## src/rtl/ufbs_pkg.sv

```systemverilog
package ufbs_pkg;

	// Field widths
	localparam int CLK_W  = 28;
	localparam int PCT_W  = 7;
	localparam int BAUD_W = 24;
	localparam int DL_W   = 16;
	localparam int MUL_W  = 4;
	localparam int ADDR_W = 3;
	localparam int DATA_W = 32;

	// Shared divider: dividend width and step counter width
	localparam int NUM_W  = 32;
	localparam int STEP_W = 5;

	// Divider iterations per division, two radix-2 steps each (two bits retired per cycle)
	localparam logic [STEP_W-1:0] STEPS_T    = 5'd14;  // 28-bit scaled base clock
	localparam logic [STEP_W-1:0] STEPS_BAUD = 5'd12;  // 24-bit intermediate clock
	localparam logic [STEP_W-1:0] STEPS_LIM  = 5'd16;  // 31-bit error limit product

	// Search and range constants
	localparam logic [MUL_W-1:0] DIVADD_LAST = 4'd15;
	localparam int unsigned      DIV_MIN     = 3;
	localparam int unsigned      DIV_MAX     = 65535;
	localparam int unsigned      PCT_SCALE   = 100;

	// Register reset values
	localparam logic [CLK_W-1:0] CLK_RESET = 28'd25000000;
	localparam logic [PCT_W-1:0] PCT_RESET = 7'd3;

	// Register map, index = paddr[2]
	typedef enum logic {
		REG_CLK = 1'b0,
		REG_PCT = 1'b1
	} reg_idx_t;

	typedef struct packed {
		logic [CLK_W-1:0] uart_clock_hz;
		logic [PCT_W-1:0] accepted_error_percent;
	} cfg_t;

	typedef struct packed {
		logic [BAUD_W-1:0] requested_baud;
	} req_t;

	typedef struct packed {
		logic [DL_W-1:0]  divisor_latch;
		logic [MUL_W-1:0] mul_value;
		logic [MUL_W-1:0] div_add_value;
		logic             setting_ok;
	} rsp_t;

	// Divider command from the sequencer
	typedef struct packed {
		logic              start;
		logic [NUM_W-1:0]  dividend;   // left-aligned on the steps used
		logic [BAUD_W-1:0] divisor;
		logic [STEP_W-1:0] steps;
	} div_cmd_t;

	// Divider result back to the sequencer
	typedef struct packed {
		logic              done;
		logic [NUM_W-1:0]  quotient;
		logic [BAUD_W-1:0] remainder;
	} div_res_t;

endpackage

```

## src/rtl/ufbs_req_if.sv

```systemverilog
interface ufbs_req_if import ufbs_pkg::*; ();
	logic valid;
	logic ready;
	req_t data;

	modport source(output valid, output data, input ready);
	modport sink(input valid, input data, output ready);
endinterface

```

## src/rtl/ufbs_rsp_if.sv

```systemverilog
interface ufbs_rsp_if import ufbs_pkg::*; ();
	logic valid;
	logic ready;
	rsp_t data;

	modport source(output valid, output data, input ready);
	modport sink(input valid, input data, output ready);
endinterface

```

## src/rtl/ufbs_div.sv

```systemverilog
// Shared restoring divider, two quotient bits per cycle
module ufbs_div import ufbs_pkg::*; (
	input  logic     clk,
	input  logic     arst_n,
	input  div_cmd_t cmd,
	output div_res_t res
);

	typedef struct packed {
		logic [BAUD_W-1:0] rem;
		logic [NUM_W-1:0]  num;
	} step_t;

	// One restoring step: shift in the next dividend bit, subtract if it fits
	function automatic step_t div_step(step_t s, logic [BAUD_W-1:0] d);
		logic [BAUD_W:0] trial;
		step_t r;
		trial = {s.rem, s.num[NUM_W-1]};
		r.num = {s.num[NUM_W-2:0], 1'b0};
		r.rem = trial[BAUD_W-1:0];
		if (trial >= {1'b0, d}) begin
			r.rem = BAUD_W'(trial - {1'b0, d});
			r.num[0] = 1'b1;
		end
		return r;
	endfunction

	logic [NUM_W-1:0]  num_q;
	logic [BAUD_W-1:0] rem_q;
	logic [BAUD_W-1:0] dvs_q;
	logic [STEP_W-1:0] cnt_q;
	logic              busy_q;
	logic              done_q;
	step_t             st0, st1, st2;

	// Two chained steps per cycle
	always_comb begin
		st0 = '{rem: rem_q, num: num_q};
		st1 = div_step(st0, dvs_q);
		st2 = div_step(st1, dvs_q);
	end

	// Control
	always_ff @(posedge clk or negedge arst_n) begin
		if (!arst_n) begin
			busy_q <= 1'b0;
			done_q <= 1'b0;
			cnt_q  <= '0;
		end else begin
			done_q <= 1'b0;
			if (cmd.start) begin
				busy_q <= 1'b1;
				cnt_q  <= cmd.steps;
			end else if (busy_q) begin
				cnt_q <= cnt_q - 1'b1;
				if (cnt_q == STEP_W'(1)) begin
					busy_q <= 1'b0;
					done_q <= 1'b1;
				end
			end
		end
	end

	// Datapath
	always_ff @(posedge clk) begin
		if (cmd.start) begin
			num_q <= cmd.dividend;
			rem_q <= '0;
			dvs_q <= cmd.divisor;
		end else if (busy_q) begin
			num_q <= st2.num;
			rem_q <= st2.rem;
		end
	end

	assign res.done      = done_q;
	assign res.quotient  = num_q;
	assign res.remainder = rem_q;

endmodule

```

## src/rtl/ufbs_cfg.sv

```systemverilog
// APB register block: UART clock and accepted error
module ufbs_cfg import ufbs_pkg::*; (
	input  logic              clk,
	input  logic              arst_n,
	input  logic              psel,
	input  logic              penable,
	input  logic              pwrite,
	input  logic [ADDR_W-1:0] paddr,
	input  logic [DATA_W-1:0] pwdata,
	output logic [DATA_W-1:0] prdata,
	output logic              pready,
	output cfg_t              cfg
);

	cfg_t     cfg_q;
	reg_idx_t idx;
	logic     wr_en;

	assign idx    = reg_idx_t'(paddr[2]);
	assign wr_en  = psel && penable && pwrite;
	assign pready = 1'b1;
	assign cfg    = cfg_q;

	// Register writes
	always_ff @(posedge clk or negedge arst_n) begin
		if (!arst_n) begin
			cfg_q.uart_clock_hz          <= CLK_RESET;
			cfg_q.accepted_error_percent <= PCT_RESET;
		end else if (wr_en) begin
			case (idx)
				REG_CLK: cfg_q.uart_clock_hz          <= pwdata[CLK_W-1:0];
				REG_PCT: cfg_q.accepted_error_percent <= pwdata[PCT_W-1:0];
				default: ;
			endcase
		end
	end

	// Read back
	always_comb begin
		case (idx)
			REG_CLK: prdata = {{(DATA_W-CLK_W){1'b0}}, cfg_q.uart_clock_hz};
			REG_PCT: prdata = {{(DATA_W-PCT_W){1'b0}}, cfg_q.accepted_error_percent};
			default: prdata = '0;
		endcase
	end

endmodule

```

## src/rtl/ufbs_seq.sv

```systemverilog
// Search sequencer: walks MUL/DIVADD pairs, drives the shared divider
module ufbs_seq import ufbs_pkg::*; #(
	parameter int MAX_MUL = 15
) (
	input  logic     clk,
	input  logic     arst_n,
	input  cfg_t     cfg,
	ufbs_req_if.sink   req,
	ufbs_rsp_if.source rsp,
	output div_cmd_t cmd,
	input  div_res_t res
);

	localparam logic [MUL_W-1:0] MUL_LAST = MUL_W'(MAX_MUL);

	typedef enum logic [7:0] {
		S_IDLE      = 8'b0000_0001,
		S_T_ISSUE   = 8'b0000_0010,
		S_T_DIV     = 8'b0000_0100,
		S_D_DIV     = 8'b0000_1000,
		S_A_DIV     = 8'b0001_0000,
		S_LIM_ISSUE = 8'b0010_0000,
		S_LIM_DIV   = 8'b0100_0000,
		S_OUT       = 8'b1000_0000
	} seq_state_t;

	seq_state_t        state_q;
	logic [BAUD_W-1:0] baud_q;
	logic [MUL_W-1:0]  mul_q, add_q;
	logic [BAUD_W-1:0] t_q;
	logic              found_q;
	logic [BAUD_W-1:0] best_err_q;
	logic [DL_W-1:0]   best_d_q;
	logic [MUL_W-1:0]  best_mul_q, best_add_q;
	logic              ok_q;
	logic [DL_W-1:0]   cmd_d_hold_q;

	logic [BAUD_W-1:0] base;
	logic [CLK_W-1:0]  prod_t;
	logic [MUL_W:0]    mul_add;
	logic              round_up;
	logic [BAUD_W:0]   d_full;
	logic              d_ok;
	logic [BAUD_W-1:0] a_val, err;
	logic              better;
	logic [30:0]       lim_prod;
	logic              last_pair;
	logic [MUL_W-1:0]  mul_nxt, add_nxt;

	// Candidate arithmetic around the divider
	always_comb begin
		base     = cfg.uart_clock_hz[CLK_W-1:4];
		prod_t   = {{(CLK_W-MUL_W){1'b0}}, mul_q} * {{(CLK_W-BAUD_W){1'b0}}, base};
		mul_add  = {1'b0, mul_q} + {1'b0, add_q};
		round_up = res.remainder > {1'b0, baud_q[BAUD_W-1:1]};
		d_full   = {1'b0, res.quotient[BAUD_W-1:0]} + {{BAUD_W{1'b0}}, round_up};
		d_ok     = (d_full >= (BAUD_W+1)'(DIV_MIN)) && (d_full <= (BAUD_W+1)'(DIV_MAX));
		a_val    = res.quotient[BAUD_W-1:0];
		err      = (a_val <= baud_q) ? (baud_q - a_val) : (a_val - baud_q);
		better   = !found_q || (err < best_err_q);
		lim_prod = {7'd0, baud_q} * {24'd0, cfg.accepted_error_percent};
	end

	// Next pair in search order
	always_comb begin
		last_pair = (mul_q == MUL_LAST) && (add_q == DIVADD_LAST);
		if (add_q == DIVADD_LAST) begin
			add_nxt = '0;
			mul_nxt = mul_q + 1'b1;
		end else begin
			add_nxt = add_q + 1'b1;
			mul_nxt = mul_q;
		end
	end

	// Divider requests
	always_comb begin
		cmd = '0;
		case (state_q)
			S_T_ISSUE: begin
				cmd.start    = 1'b1;
				cmd.dividend = {prod_t, 4'd0};
				cmd.divisor  = {{(BAUD_W-MUL_W-1){1'b0}}, mul_add};
				cmd.steps    = STEPS_T;
			end
			S_T_DIV: begin
				cmd.start    = res.done;
				cmd.dividend = {res.quotient[BAUD_W-1:0], 8'd0};
				cmd.divisor  = baud_q;
				cmd.steps    = STEPS_BAUD;
			end
			S_D_DIV: begin
				cmd.start    = res.done && d_ok;
				cmd.dividend = {t_q, 8'd0};
				cmd.divisor  = {8'd0, d_full[DL_W-1:0]};
				cmd.steps    = STEPS_BAUD;
			end
			S_LIM_ISSUE: begin
				cmd.start    = found_q;
				cmd.dividend = {1'b0, lim_prod};
				cmd.divisor  = BAUD_W'(PCT_SCALE);
				cmd.steps    = STEPS_LIM;
			end
			default: cmd = '0;
		endcase
	end

	// Sequencer
	always_ff @(posedge clk or negedge arst_n) begin
		if (!arst_n) begin
			state_q    <= S_IDLE;
			baud_q     <= '0;
			mul_q      <= '0;
			add_q      <= '0;
			t_q        <= '0;
			found_q    <= 1'b0;
			best_err_q <= '0;
			best_d_q   <= '0;
			best_mul_q <= '0;
			best_add_q <= '0;
			ok_q       <= 1'b0;
		end else begin
			case (state_q)
				S_IDLE: begin
					if (req.valid) begin
						baud_q     <= req.data.requested_baud;
						mul_q      <= MUL_W'(1);
						add_q      <= '0;
						found_q    <= 1'b0;
						best_d_q   <= '0;
						best_mul_q <= MUL_W'(1);
						best_add_q <= '0;
						ok_q       <= 1'b0;
						state_q    <= (req.data.requested_baud == '0) ? S_OUT : S_T_ISSUE;
					end
				end
				S_T_ISSUE: state_q <= S_T_DIV;
				S_T_DIV: begin
					if (res.done) begin
						t_q     <= res.quotient[BAUD_W-1:0];
						state_q <= S_D_DIV;
					end
				end
				S_D_DIV: begin
					if (res.done) begin
						if (d_ok) begin
							state_q <= S_A_DIV;
						end else if (last_pair) begin
							state_q <= S_LIM_ISSUE;
						end else begin
							mul_q   <= mul_nxt;
							add_q   <= add_nxt;
							state_q <= S_T_ISSUE;
						end
					end
				end
				S_A_DIV: begin
					if (res.done) begin
						// divisor register of the divider still holds D
						if (better) begin
							found_q    <= 1'b1;
							best_err_q <= err;
							best_d_q   <= cmd_d_hold_q;
							best_mul_q <= mul_q;
							best_add_q <= add_q;
						end
						if ((better && err == '0) || last_pair) begin
							state_q <= S_LIM_ISSUE;
						end else begin
							mul_q   <= mul_nxt;
							add_q   <= add_nxt;
							state_q <= S_T_ISSUE;
						end
					end
				end
				S_LIM_ISSUE: state_q <= found_q ? S_LIM_DIV : S_OUT;
				S_LIM_DIV: begin
					if (res.done) begin
						ok_q    <= {1'b0, best_err_q} < res.quotient[BAUD_W:0];
						state_q <= S_OUT;
					end
				end
				S_OUT: begin
					if (rsp.ready)
						state_q <= S_IDLE;
				end
				default: state_q <= S_IDLE;
			endcase
		end
	end

	// Candidate divider kept while the achieved rate is worked out
	always_ff @(posedge clk) begin
		if (state_q == S_D_DIV && res.done && d_ok)
			cmd_d_hold_q <= d_full[DL_W-1:0];
	end

	assign req.ready = (state_q == S_IDLE);
	assign rsp.valid = (state_q == S_OUT);
	assign rsp.data  = '{divisor_latch: best_d_q, mul_value: best_mul_q,
		div_add_value: best_add_q, setting_ok: ok_q};

endmodule

```

## src/rtl/uart_fractional_baud_search.sv

```systemverilog
// Fractional baud-rate divider search. Each request carries a baud rate; the
// block tries every multiplier 1..MAX_MUL with every divide-add 0..15 against
// the base clock uart_clock_hz/16, keeps the first pair with the smallest
// absolute baud error among dividers 3..65535, and returns the divider, the
// pair and an ok flag (error below accepted_error_percent of the rate).
// All divisions share one radix-2 divider retiring two bits a cycle. A
// candidate pair costs three divisions (scaled base clock, divider, achieved
// rate), and a pair whose divider falls out of range only the first two. A
// full search covers at most MAX_MUL x 16 pairs, an exact match ends it early,
// a final division checks the limit when a pair was found, and a zero request
// is answered without a search. One request is in flight at a time: the
// request side is ready only when the previous response has been taken.
module uart_fractional_baud_search import ufbs_pkg::*; #(
	parameter int MAX_MUL = 15
) (
	input  logic              clk,
	input  logic              arst_n,
	input  logic              psel,
	input  logic              penable,
	input  logic              pwrite,
	input  logic [ADDR_W-1:0] paddr,
	input  logic [DATA_W-1:0] pwdata,
	output logic [DATA_W-1:0] prdata,
	output logic              pready,
	ufbs_req_if.sink          req,
	ufbs_rsp_if.source        rsp
);

	cfg_t     cfg;
	div_cmd_t div_cmd;
	div_res_t div_res;

	// Configuration registers
	ufbs_cfg u_cfg (
		.clk     (clk),
		.arst_n  (arst_n),
		.psel    (psel),
		.penable (penable),
		.pwrite  (pwrite),
		.paddr   (paddr),
		.pwdata  (pwdata),
		.prdata  (prdata),
		.pready  (pready),
		.cfg     (cfg)
	);

	// Search control
	ufbs_seq #(
		.MAX_MUL (MAX_MUL)
	) u_seq (
		.clk    (clk),
		.arst_n (arst_n),
		.cfg    (cfg),
		.req    (req),
		.rsp    (rsp),
		.cmd    (div_cmd),
		.res    (div_res)
	);

	// Shared divider
	ufbs_div u_div (
		.clk    (clk),
		.arst_n (arst_n),
		.cmd    (div_cmd),
		.res    (div_res)
	);

endmodule

```

## src/flat_wrapper.sv

```systemverilog
// flat-port wrapper written by rule: the top's interface ports become plain ports
module uart_fractional_baud_search_flat import ufbs_pkg::*;
#(
	parameter int MAX_MUL = 15
)
  (clk, arst_n, psel, penable, pwrite, paddr, pwdata, prdata, pready, req_valid, req_data, req_ready, rsp_valid, rsp_data, rsp_ready);
  ufbs_req_if req_i ();
  ufbs_rsp_if rsp_i ();
  input  logic clk;
  input  logic arst_n;
  input  logic psel;
  input  logic penable;
  input  logic pwrite;
  input  logic [ADDR_W-1:0] paddr;
  input  logic [DATA_W-1:0] pwdata;
  output logic [DATA_W-1:0] prdata;
  output logic pready;
  input wire logic [$bits(req_i.valid)-1:0] req_valid;
  input wire logic [$bits(req_i.data)-1:0] req_data;
  output wire logic [$bits(req_i.ready)-1:0] req_ready;
  output wire logic [$bits(rsp_i.valid)-1:0] rsp_valid;
  output wire logic [$bits(rsp_i.data)-1:0] rsp_data;
  input wire logic [$bits(rsp_i.ready)-1:0] rsp_ready;
  assign req_i.valid = req_valid;
  assign req_i.data = req_data;
  assign req_ready = req_i.ready;
  assign rsp_valid = rsp_i.valid;
  assign rsp_data = rsp_i.data;
  assign rsp_i.ready = rsp_ready;
  uart_fractional_baud_search #(.MAX_MUL(MAX_MUL)) u_core (.clk(clk), .arst_n(arst_n), .psel(psel), .penable(penable), .pwrite(pwrite), .paddr(paddr), .pwdata(pwdata), .prdata(prdata), .pready(pready), .req(req_i), .rsp(rsp_i));
endmodule
```

## config.mk

```make
export PLATFORM = sky130hd
export DESIGN_NAME = uart_fractional_baud_search_flat
export DESIGN_NICKNAME = d
export VERILOG_FILES = /design/src/rtl/ufbs_pkg.sv /design/src/rtl/ufbs_req_if.sv /design/src/rtl/ufbs_rsp_if.sv /design/src/rtl/ufbs_div.sv /design/src/rtl/ufbs_cfg.sv /design/src/rtl/ufbs_seq.sv /design/src/rtl/uart_fractional_baud_search.sv /design/src/flat_wrapper.sv
export SDC_FILE = /design/constraint.sdc
export NUM_CORES = 1
export LEC_CHECK = 0
export ABC_CLOCK_PERIOD_IN_PS = 8900
export BUFFER_PORTS_ARGS = -buffer_cell sky130_fd_sc_hd__buf_2
export CORE_UTILIZATION = 40
export DETAILED_ROUTE_END_ITERATION = 6
export PLACE_DENSITY = 0.53
export SETUP_SLACK_MARGIN = 0.2
export SLEW_MARGIN = 20
export SYNTH_ARGS = -nofsm -noshare
export SYNTH_HDL_FRONTEND = slang
export SYNTH_SLANG_ARGS = --single-unit
```

## constraint.sdc

```tcl
create_clock -name clk -period 8.9 [get_ports clk]
set_input_delay 1.78 -clock clk [delete_from_list [all_inputs] [get_ports clk]]
set_output_delay 1.78 -clock clk [all_outputs]
set_load 0.01 [all_outputs]
```

==> implementation parameters <==
Parameter                              Value

Setup path
  Req. time, crit path    9.33 ns
  Most Frequent Cell on Critical Path    sky130_fd_sc_hd__inv_1
  Worst Setup End Kind    register
  Worst EP arrival    7.99 ns
  Critical path startpoint category    register
  Buf/Inv on CP    4
  Cell family with most CP delay    compound AO/OA/AOI/OAI gates
  Reg2reg end    u_core.u_div.rem_q[4]
  Maximum fanout count along the critical path    25
  Cells along the critical path    inv_1 -> ha_1 -> nor2b_1 -> o31a_1 -> or4_1 -> a31oi_1 -> o311ai_1 -> nand2_1 -> a21oi_2 -> o21ai_0 -> inv_1 -> ha_1 -> nand2b_1 -> a21oi_1 -> o211ai_1 -> nand2_1 -> a311oi_1 -> nor4b_1 -> o32ai_1 -> inv_1 -> a221o_1 -> buf_12 -> mux2i_1 -> a21oi_1
  Crit path max-delay cell type    sky130_fd_sc_hd__a221o_1
  Register-to-register path setup slack    1.33 ns
  Critical R2R Launch    u_core.u_div.dvs_q[1]
  Worst R2R Path Depth    24
  Class of the most critical setup path    register to register
  Longest individual stage delay on the worst path    0.85 ns

Route
  Initial DRT Pass Iterations    6
  Number of remaining DRC errors    0
  Detailed-route wire length    89100 um
  Remaining antenna violation count    0
  Starting DRT DRC Count    1754
  Per-cell via count in the routed design    5.71
  Vias after detailed routing    22800
  Detailed-route wire length per cell    22.3 um

Final layout
  Antenna Diode Count    0
  Synthesis-to-finish area growth    9.71%
  Layout fillers    6449
  Number of nets in the layout    3596
  Share of post-route cells with drive strength above 1    11.7%

Timing
  Fin crit share    85.0%
  Clock tree skew after final layout    0.0286 ns
  Total Negative Setup Slacks    0 ns
  Actual transition at the worst max-transition pin    1.12 ns
  Final setup vio count    0
  Final Hold Vio Count    0
  Achievable Freq    132 MHz
  Min Clock Period, post-route    7.57 ns
  Normalized max-slew margin    24.8%
  Unrepaired setup endpoints after global routing    false
  Count of pins over their slew limit    0

Clocking
  Clock buffers created by TritonCTS    35
  Clock root cell    sky130_fd_sc_hd__clkbuf_16
  Register clock-pin slew on the reported worst setup and hold paths    0.06 ns
  Insertion delay of the later-clocked pin in the worst-skew pair    0.57 ns
  Setup repair bufs after CTS    0
  Clock buffer depth    3
  Hold bufs inserted after CTS    0
  Clock tree from TritonCTS    done
  H-Tree Depth    2
  CTS sink count    252
  Post-cts repair resize count    0

GRT
  Overflow left after global routing    0
  Number of global-route vias before repair    22800
  Number of antenna violations at the first check in global routing    4
  Pin count of the biggest net entering global routing    91
  All-layer global routing usage    26.5%
  Wire length of the first global-routing pass    136000 um

Floorplanning
  Die footprint    67000 um^2
  Initial Util    40.7%
  Rows    93
  Chip Width    259 um
  Boundary pin count    126
  Die height    259 um
  Core region area    64800 um^2

Yosys
  Yosys warnings    0
  Share of flip-flops with an asynchronous set or reset after synthesis    61.9%
  Netlist Area Pre-Place    26400 um^2
  Flops & latches, synth    252
  Register area share after synthesis    24.9%
  EDFF count, synth    72
  Number of library cell types mapped by synthesis    97
  Gate Count Post-Synth    3069
  Average instance area after synthesis    8.59 um^2
  Predominant post-synthesis flop cell    sky130_fd_sc_hd__dfrtp_1

Status
  Status    finished clean

Place
  Total half-perimeter wirelength after legalization and detailed placement    70000 um
  Global placement routability congestion    0.943
  Quantity of I/O buffers inserted on ports    114

Min path
  Hold path start    u_core.u_seq.t_q[4]
  Hold depth    2
  Sink of the worst hold path    u_core.u_seq.t_q[4]
  Hold WC Path Type    register to register

Run
  Number of max-cap violations    0
## cells in the mapped netlist (7+ instances only)
library cell | instances | area share [%]
sky130_fd_sc_hd__a211o_1 | 7 | 0.23
sky130_fd_sc_hd__a211oi_1 | 22 | 0.63
sky130_fd_sc_hd__a21o_1 | 70 | 2.0
sky130_fd_sc_hd__a21oi_1 | 198 | 3.8
sky130_fd_sc_hd__a221o_1 | 7 | 0.27
sky130_fd_sc_hd__a222oi_1 | 17 | 0.65
sky130_fd_sc_hd__a22oi_1 | 10 | 0.28
sky130_fd_sc_hd__a31oi_1 | 25 | 0.59
sky130_fd_sc_hd__and2_1 | 84 | 2.0
sky130_fd_sc_hd__and3_1 | 15 | 0.36
sky130_fd_sc_hd__buf_1 | 10 | 0.14
sky130_fd_sc_hd__buf_2 | 22 | 0.42
sky130_fd_sc_hd__buf_4 | 14 | 0.40
sky130_fd_sc_hd__clkbuf_1 | 110 | 1.6
sky130_fd_sc_hd__dfrtp_1 | 141 | 13
sky130_fd_sc_hd__dfstp_2 | 15 | 1.5
sky130_fd_sc_hd__dfxtp_1 | 24 | 1.8
sky130_fd_sc_hd__edfxtp_1 | 72 | 8.2
sky130_fd_sc_hd__fa_1 | 158 | 12
sky130_fd_sc_hd__ha_1 | 256 | 12
sky130_fd_sc_hd__inv_1 | 350 | 5.0
sky130_fd_sc_hd__mux2_2 | 101 | 4.3
sky130_fd_sc_hd__mux2i_1 | 15 | 0.57
sky130_fd_sc_hd__nand2_1 | 382 | 5.4
sky130_fd_sc_hd__nand2b_1 | 22 | 0.52
sky130_fd_sc_hd__nand3_1 | 68 | 1.3
sky130_fd_sc_hd__nand3b_1 | 7 | 0.20
sky130_fd_sc_hd__nand4_1 | 33 | 0.78
sky130_fd_sc_hd__nor2_1 | 148 | 2.1
sky130_fd_sc_hd__nor2b_1 | 47 | 1.1
sky130_fd_sc_hd__nor3_1 | 36 | 0.68
sky130_fd_sc_hd__nor3b_1 | 9 | 0.26
sky130_fd_sc_hd__nor4_1 | 23 | 0.55
sky130_fd_sc_hd__o211ai_1 | 12 | 0.34
sky130_fd_sc_hd__o21a_1 | 30 | 0.85
sky130_fd_sc_hd__o21ai_0 | 207 | 3.9
sky130_fd_sc_hd__o21ai_1 | 7 | 0.13
sky130_fd_sc_hd__o21bai_1 | 16 | 0.46
sky130_fd_sc_hd__o221ai_1 | 12 | 0.40
sky130_fd_sc_hd__o22ai_1 | 8 | 0.19
sky130_fd_sc_hd__o31ai_1 | 11 | 0.31
sky130_fd_sc_hd__or3_1 | 14 | 0.33
sky130_fd_sc_hd__xnor2_1 | 80 | 2.7
sky130_fd_sc_hd__xor2_1 | 47 | 1.6
## layer usage
| metal | vias up | global-route usage, % | part of all wire, % |
|---|---|---|---|
| li1 | 10600 | - | - |
| met1 | 11400 | 35.4 | 45 |
| met2 | 644 | 44.9 | 47 |
| met3 | 136 | 2.38 | 4.6 |
| met4 | 0 | 8.81 | 3.2 |
| met5 | - | 0 | 0 |
## cell families after synthesis
family | Yosys count | share of synthesized area, %
AO/OA/AOI/OAI | 727 | 17.4
buffers and inverters | 508 | 7.56
flip-flops | 252 | 24.9
XOR/XNOR | 127 | 4.22
AND/OR/NAND/NOR | 921 | 16.7
adder cells (fa/ha/maj) | 414 | 24.1
other | 2 | 0.0285
multiplexers | 118 | 5.02
## final cells by class
cell class	instances	area [um^2]	share of cell area (%)
tap	855	1070	3.70
multi-input combinational	2312	17900	61.7
timing repair buffer	164	965	3.33
inverter	351	1320	4.55
clock inverter	21	235	0.813
sequential	252	6570	22.7
clock buffer	43	926	3.20
## worst min-delay path: stages, from the launching register on
cell	delay, ns
sky130_fd_sc_hd__dfrtp_1	0.34
sky130_fd_sc_hd__nand2_1	0.05
sky130_fd_sc_hd__o21ai_0	0.06
## through the flow
step / cell area, um^2 / setup slack (ns) / utilization, % / hold WS (ns) / instances
floorplan: 26400 / 2.64 / - / 0.449 / 3072
global placement: 27800 / 1.42 / 42.8 / 0.463 / 3934
detailed placement: 27800 / 1.35 / 42.8 / 0.471 / 3934
CTS: 28900 / 1.31 / 44.6 / 0.484 / 3998
global route: 28900 / 0.923 / 44.6 / 0.510 / 3998
finish: 28900 / 1.33 / 44.6 / 0.483 / 3998
## cell usage in the layout (no fill, tap or decap), types with 25 or more instances in the layout
cell type and instances:
sky130_fd_sc_hd__mux2_2 101, sky130_fd_sc_hd__nor2_1 147, sky130_fd_sc_hd__nand3_1 68, sky130_fd_sc_hd__nand4_1 33
sky130_fd_sc_hd__inv_1 350, sky130_fd_sc_hd__o21ai_0 207, sky130_fd_sc_hd__a31oi_1 25, sky130_fd_sc_hd__a21oi_1 197
sky130_fd_sc_hd__xnor2_1 80, sky130_fd_sc_hd__buf_2 113, sky130_fd_sc_hd__edfxtp_1 72, sky130_fd_sc_hd__nor3_1 36
sky130_fd_sc_hd__o21a_1 30, sky130_fd_sc_hd__and2_1 84, sky130_fd_sc_hd__xor2_1 47, sky130_fd_sc_hd__nand2_1 381
sky130_fd_sc_hd__a21o_1 70, sky130_fd_sc_hd__buf_4 49, sky130_fd_sc_hd__dfrtp_1 141, sky130_fd_sc_hd__ha_1 256
sky130_fd_sc_hd__nor2b_1 47, sky130_fd_sc_hd__clkbuf_16 35, sky130_fd_sc_hd__fa_1 158
## how the worst max path moves through the flow
stage                                from                     end  slack, ns  cells past startpoint
floorplan             u_core.u_cfg.cfg[1]  u_core.u_div.num_q[28]       2.64                     23
global placement    u_core.u_div.dvs_q[1]   u_core.u_div.rem_q[4]       1.42                     24
detailed placement  u_core.u_div.dvs_q[1]   u_core.u_div.rem_q[4]       1.35                     24
CTS                 u_core.u_div.dvs_q[1]   u_core.u_div.rem_q[4]       1.31                     24
global route        u_core.u_div.dvs_q[1]   u_core.u_div.rem_q[4]       0.92                     24
finish              u_core.u_div.dvs_q[1]   u_core.u_div.rem_q[4]       1.33                     24
## state kept, by name (all words and copies together) (netlist names)
name	flops
u_core.u_div.cnt_q	5
u_core.u_seq.t_q	24
u_core.u_div.dvs_q	24
u_core.u_div.done_q	1
u_core.u_seq.cmd_d_hold_q	16
u_core.u_seq.best_err_q	24
u_core.u_seq.best_add_q	4
u_core.u_seq.mul_q	4
u_core.u_seq.best_mul_q	4
u_core.u_div.num_q	32
u_core.u_div.busy_q	1
u_core.u_seq.ok_q	1
u_core.u_seq.baud_q	24
u_core.u_seq.found_q	1
u_core.u_cfg.cfg	35
u_core.u_seq.state_q	8
u_core.u_seq.best_d_q	16
u_core.u_seq.add_q	4
u_core.u_div.rem_q	24
Power is not shown: default switching activity piles up to over one toggle a cycle in this logic, so the estimate is an artifact.
